==> src/hdl/ivm_pkg.sv <==
// Shared types, constants and helpers for the impact voice mixer.
package ivm_pkg;

    localparam int VOICE_SLOTS_DEF = 256;

    localparam int CFG_IDX_W = 2;
    localparam int MAXV_W    = 9;

    localparam logic [15:0]       GAIN_RST   = 16'd256;
    localparam logic [15:0]       THRESH_RST = 16'd66;
    localparam logic [MAXV_W-1:0] MAXV_RST   = 9'd200;
    localparam logic [15:0]       NOISE_SEED = 16'hACE1;

    // configuration register indexes
    typedef enum logic [CFG_IDX_W-1:0] {
        REG_GAIN       = 2'd0,
        REG_THRESHOLD  = 2'd1,
        REG_MAX_VOICES = 2'd2
    } t_reg_idx;

    // one voice slot: coefficients, volume and filter state
    typedef struct packed {
        logic [15:0]        volume;
        logic [15:0]        decay;
        logic [15:0]        cut;
        logic [15:0]        bw;
        logic signed [23:0] lpf;
        logic signed [23:0] bpf;
    } t_voice;

    // controller to datapath commands
    typedef struct packed {
        logic add;
        logic tick;
        logic rd_voice;
        logic step1;
        logic step2;
        logic step3;
        logic step4;
        logic step5;
        logic step6;
        logic step7;
        logic finish;
        logic cp_rd;
        logic cp_wr;
        logic load_out;
    } t_cmd;

    // datapath to controller status
    typedef struct packed {
        logic empty;
        logic retire;
        logic last_eq;
        logic more;
        logic out_free;
    } t_stat;

    // clamp to signed 24 bits
    function automatic logic signed [23:0] sat24(input logic signed [34:0] x);
        logic signed [23:0] r;
        if (x > 35'sd8388607) begin
            r = 24'sh7FFFFF;
        end else if (x < -35'sd8388608) begin
            r = 24'sh800000;
        end else begin
            r = x[23:0];
        end
        return r;
    endfunction

endpackage

==> src/hdl/ivm_ctrl.sv <==
// Sequencing state machine for add and tick words.
module ivm_ctrl (
    input  logic          i_clk,
    input  logic          i_rst_n,
    input  logic          i_in_valid,
    input  logic          i_in_kind,
    output logic          o_in_ready,
    input  ivm_pkg::t_stat i_stat,
    output ivm_pkg::t_cmd  o_cmd
);
    import ivm_pkg::*;

    typedef enum logic [12:0] {
        S_IDLE = 13'b0000000000001,
        S_READ = 13'b0000000000010,
        S_M1   = 13'b0000000000100,
        S_M2   = 13'b0000000001000,
        S_M3   = 13'b0000000010000,
        S_M4   = 13'b0000000100000,
        S_M5   = 13'b0000001000000,
        S_M6   = 13'b0000010000000,
        S_M7   = 13'b0000100000000,
        S_FIN  = 13'b0001000000000,
        S_CPRD = 13'b0010000000000,
        S_CPWR = 13'b0100000000000,
        S_DONE = 13'b1000000000000
    } t_state;

    t_state r_state, n_state;

    assign o_in_ready = (r_state == S_IDLE);

    // next state and commands
    always_comb begin
        n_state = r_state;
        o_cmd   = '0;
        unique case (r_state)
            S_IDLE: begin
                if (i_in_valid) begin
                    if (!i_in_kind) begin
                        o_cmd.add = 1'b1;
                        n_state   = S_DONE;
                    end else begin
                        o_cmd.tick = 1'b1;
                        n_state    = i_stat.empty ? S_DONE : S_READ;
                    end
                end
            end
            S_READ: begin
                o_cmd.rd_voice = 1'b1;
                n_state        = S_M1;
            end
            S_M1: begin o_cmd.step1 = 1'b1; n_state = S_M2; end
            S_M2: begin o_cmd.step2 = 1'b1; n_state = S_M3; end
            S_M3: begin o_cmd.step3 = 1'b1; n_state = S_M4; end
            S_M4: begin o_cmd.step4 = 1'b1; n_state = S_M5; end
            S_M5: begin o_cmd.step5 = 1'b1; n_state = S_M6; end
            S_M6: begin o_cmd.step6 = 1'b1; n_state = S_M7; end
            S_M7: begin o_cmd.step7 = 1'b1; n_state = S_FIN; end
            S_FIN: begin
                o_cmd.finish = 1'b1;
                priority if (i_stat.retire && !i_stat.last_eq) begin
                    n_state = S_CPRD;
                end else if (i_stat.more) begin
                    n_state = S_READ;
                end else begin
                    n_state = S_DONE;
                end
            end
            S_CPRD: begin
                o_cmd.cp_rd = 1'b1;
                n_state     = S_CPWR;
            end
            S_CPWR: begin
                // the moved voice sits below the new count, so it is stepped next
                o_cmd.cp_wr = 1'b1;
                n_state     = S_READ;
            end
            S_DONE: begin
                if (i_stat.out_free) begin
                    o_cmd.load_out = 1'b1;
                    n_state        = S_IDLE;
                end
            end
            default: n_state = S_IDLE;
        endcase
    end

    always_ff @(posedge i_clk) begin
        if (!i_rst_n) begin
            r_state <= S_IDLE;
        end else begin
            r_state <= n_state;
        end
    end

endmodule

==> config.mk <==
export PLATFORM = sky130hd
export DESIGN_NAME = ivm_ctrl
export DESIGN_NICKNAME = d
export VERILOG_FILES = /design/src/hdl/ivm_pkg.sv /design/src/hdl/ivm_ctrl.sv
export SDC_FILE = /design/constraint.sdc
export NUM_CORES = 1
export LEC_CHECK = 0
export ABC_AREA = 1
export BUFFER_PORTS_ARGS = -buffer_cell sky130_fd_sc_hd__buf_2
export CAP_MARGIN = 20
export CORE_MARGIN = 2
export CORE_UTILIZATION = 45
export DETAILED_ROUTE_END_ITERATION = 7
export PLACE_DENSITY = 0.77
export RECOVER_POWER = 50
export SETUP_SLACK_MARGIN = 0.05
export SYNTH_ARGS = -nofsm -noshare
export SYNTH_HDL_FRONTEND = slang
export SYNTH_SLANG_ARGS = --single-unit
==> constraint.sdc <==
create_clock -name i_clk -period 2.1 [get_ports i_clk]
set_input_delay 0.42 -clock i_clk [delete_from_list [all_inputs] [get_ports i_clk]]
set_output_delay 0.42 -clock i_clk [all_outputs]
set_load 0.1 [all_outputs]
==> run summary <==
========================================================================================================
Status .................................................................................... finished clean
Flip-flop count of the largest register after layout ......................................           13
Final-stage net count .....................................................................          182
Vias post-DR ..............................................................................          957
Top FF cell, synth ........................................................................ sky130_fd_sc_hd__dfxtp_1
Clock network fraction of design power ....................................................        20.9%
Total of max-cap violations ...............................................................            0
Critical path startpoint category .........................................................         flop
Layout Skew ...............................................................................   0.00272 ns
TritonCTS clock tree ......................................................................         done
RSZ-0062 raised after global routing ......................................................        false
Maximum clock frequency ...................................................................    0.498 GHz
Warnings, synthesis .......................................................................            0
I/O pin total .............................................................................           24
Post-CTS clock slew at the launch and capture registers of the worst setup and hold paths .      0.08 ns
Int Power .................................................................................   0.000430 W
Worst endpoint data arrival time ..........................................................      1.59 ns
Number of DRC markers after the initial detailed-route iteration ..........................           28
Registers with the most flip-flops ........................................................  r_state x13
Routability congestion estimate from global placement .....................................        0.792
Max stage delay on crit path ..............................................................      0.35 ns
Leading cell type by number of instances after synthesis .................................. sky130_fd_sc_hd__inv_1
Hold WC Path Type ......................................................................... input pin to flop
Most frequent cells after synthesis ....................................................... sky130_fd_sc_hd__inv_1 (36), sky130_fd_sc_hd__nand2_1 (30), sky130_fd_sc_hd__nor2_1 (24)
Number of unique standard cell types used by synthesis ....................................           20
CTS Hold Bufs .............................................................................            0
Peak ir drop on the vdd network ...........................................................   0.000571 V
Number of sinks driven by the clock tree ..................................................           13
Pwr Total .................................................................................   0.000778 W
CP most frequent cell ..................................................................... sky130_fd_sc_hd__nor2_4
DR WL/cell ................................................................................      11.6 um
Root Driver ............................................................................... sky130_fd_sc_hd__clkbuf_4
Inserted Diodes ...........................................................................            0
Rows ......................................................................................           16
Final number of max-transition violations .................................................            0
Number of port buffers ....................................................................           23
Tightest Pin Transition ...................................................................     0.331 ns
Wire length of the first global-routing pass ..............................................      3960 um
Total clock buffers created by CTS ........................................................            3
Aggregate negative setup slack ............................................................         0 ns
Power density over the cells ..............................................................   591 nW/um2
Largest cells by area after synthesis ..................................................... sky130_fd_sc_hd__dfxtp_1 (29%), sky130_fd_sc_hd__inv_1 (15%), sky130_fd_sc_hd__nand2_1 (13%)
Worst EP required .........................................................................      1.68 ns
Type of the setup path with the least slack ............................................... flop to primary output
Area of the mapped netlist ................................................................      892 um2
Count of flip-flops with a built-in enable after synthesis ................................            0
Seq cells post-synth ......................................................................           13
Avg Cell Area, Syn ........................................................................     6.20 um2
Category of the worst setup path capture point ............................................ primary output
Register share of total power .............................................................        34.3%
Hold violation total from the final report ................................................            0
Fraction of registers with async set or reset after synthesis .............................           0%
Yosys top cell by area .................................................................... sky130_fd_sc_hd__dfxtp_1
Cell type of the slowest stage on the worst timing path ................................... sky130_fd_sc_hd__dfxtp_1
Net switching share of the total power ....................................................        44.7%
H-tree levels .............................................................................            1
Number of setup violations in the final report ............................................            0
Share of power burned in combinational logic ..............................................        44.8%
Number of global-route vias before repair .................................................          985
Tcrit/Tclk final ..........................................................................        95.7%
Register with the most flip-flops .........................................................      r_state
Wirelength, routed ........................................................................      2300 um
Max-slew headroom .........................................................................        77.8%
Vias per inst .............................................................................         4.81
Cell count after synthesis ................................................................          144
Pin count of the biggest net entering global routing ......................................            9
Maximum fanout count along the critical path ..............................................            5
Detail Route Antenna Nets .................................................................            0
Critical Path, Cell by Cell ............................................................... nor2_4, nand2_2, nor2_4, nor3b_4, buf_12
Portion of synthesized cell area occupied by the leading cell type ........................        29.2%
Net switching power figure ................................................................   0.000348 W
Fraction of layout cells with a size suffix above 1 .......................................        29.1%
Area growth from synthesis to final layout ................................................        47.4%
Initial Util ..............................................................................        46.4%
Die area ..................................................................................     2350 um2
Largest buffer count on any clock path ....................................................            2
Minimum clock period ......................................................................      2.01 ns
Source-to-sink clock delay at the later pin of the worst-skew pair ........................      0.29 ns
P_leak ....................................................................................     0.726 nW
Net count after synthesis .................................................................          153
Hpwl dp ...................................................................................      1720 um
All-layer global routing usage ............................................................        21.4%
Register area share after synthesis .......................................................        29.2%
Die Width .................................................................................      48.5 um
Die height ................................................................................      48.5 um
Core footprint ............................................................................     1920 um2
First-pass iteration count of the detailed router .........................................            4
Initial antenna violation count ...........................................................            0
DRC viols .................................................................................            0
Remaining global-route overflow ...........................................................            0
========================================================================================================
[logic make-up after synthesis]
family                 Yosys count  synth area share, %
DFF                             13                 29.2
buffers and inverters           39                 16.8
AOI/OAI and AO/OA                2                 2.24
and+or+nand+nor                 90                 51.8
[repair_timing]
item | 4_1_cts | 5_1_grt
endpoints found under the setup margin | 7 | 13
resized for setup | 5 | 15
pin swaps | 1 | 1
buffers inserted | 0 | 1
cloned | 1 | 0
[path summary, 6_finish.rpt]
kind	startpoint	to	slack, ns	depth (start not counted)
setup reg to reg	r_state[10]$_SDFFE_PN0P_	r_state[0]$_SDFFE_PN1P_	0.20	8
hold / removal	i_stat[2]	r_state[10]$_SDFFE_PN0P_	0.41	4
hold reg to reg	r_state[8]$_SDFFE_PN0P_	r_state[9]$_SDFFE_PN0P_	0.63	4
setup / recovery	r_state[10]$_SDFFE_PN0P_	o_cmd[10]	0.09	5
[power by group through the flow]
| stage | clock network (W) | logic [W] | registers [W] |
|---|---|---|---|
| after floorplan | 0 | 0.000249 | 0.000269 |
| after global placement | 0 | 0.000339 | 0.000270 |
| after detailed placement | 0 | 0.000345 | 0.000270 |
| after CTS | 0.000163 | 0.000351 | 0.000264 |
| after global routing | 0.000176 | 0.000373 | 0.000268 |
| final | 0.000162 | 0.000348 | 0.000267 |
[cell usage in the layout (no fill, tap or decap)]
master,n
sky130_fd_sc_hd__nor2_2,3
sky130_fd_sc_hd__dfxtp_1,13
sky130_fd_sc_hd__nand3_1,11
sky130_fd_sc_hd__o211ai_1,1
sky130_fd_sc_hd__buf_6,3
sky130_fd_sc_hd__buf_4,1
sky130_fd_sc_hd__buf_12,10
sky130_fd_sc_hd__nor3b_4,1
sky130_fd_sc_hd__nor3b_2,1
sky130_fd_sc_hd__inv_2,1
sky130_fd_sc_hd__nor2_1,22
sky130_fd_sc_hd__inv_1,36
sky130_fd_sc_hd__nand4_1,2
sky130_fd_sc_hd__clkbuf_4,3
sky130_fd_sc_hd__nor2_8,1
sky130_fd_sc_hd__buf_2,8
sky130_fd_sc_hd__buf_8,2
sky130_fd_sc_hd__clkbuf_1,1
sky130_fd_sc_hd__nor3_1,4
sky130_fd_sc_hd__nand2_2,2
sky130_fd_sc_hd__clkinvlp_2,1
sky130_fd_sc_hd__nor3_4,2
sky130_fd_sc_hd__a31oi_2,1
sky130_fd_sc_hd__nor2_4,6
sky130_fd_sc_hd__nand2_1,31
sky130_fd_sc_hd__nand3b_1,1
sky130_fd_sc_hd__nand2_4,2
sky130_fd_sc_hd__nand3_2,2
[worst max-delay path, delay by kind of cell (launching register included)]
family	cells	cell delay, ns
simple gates	4	0.74
flops	1	0.35
buf+inv	1	0.21
[area by class of cell]
type / count / area, um2
Fill cell: 164 / 607
Inverter: 38 / 144
Timing Repair Buffer: 24 / 312
Tap cell: 27 / 33.8
Clock buffer: 4 / 26.3
Multi-Input combinational cell: 93 / 539
Sequential cell: 13 / 260
[per-stage QoR]
stage	utilization (%)	instance area (um2)	hold WS (ns)	std cells	worst slack (ns)
final	68.4	1320	0.409	199	0.0908
after global routing	68.4	1320	0.450	199	0.0425
after CTS	65.7	1260	0.409	198	0.0353
after detailed placement	63.2	1210	0.612	193	0.231
after global placement	63.2	1210	0.601	193	0.272
after floorplan	-	905	0.555	144	-0.318
[routing by layer]
layer  share of wire, %  routed length [um]  global-route usage, %  up-vias
met5                  0                   0                      0        -
li1                   -                   -                      -      488
met2                 51                1170                   38.0       34
met3                4.4                 102                   2.78        9
met4                3.5                  81                   13.8        0
met1                 41                 945                   24.1      426
(Power assumes the default switching activity.)
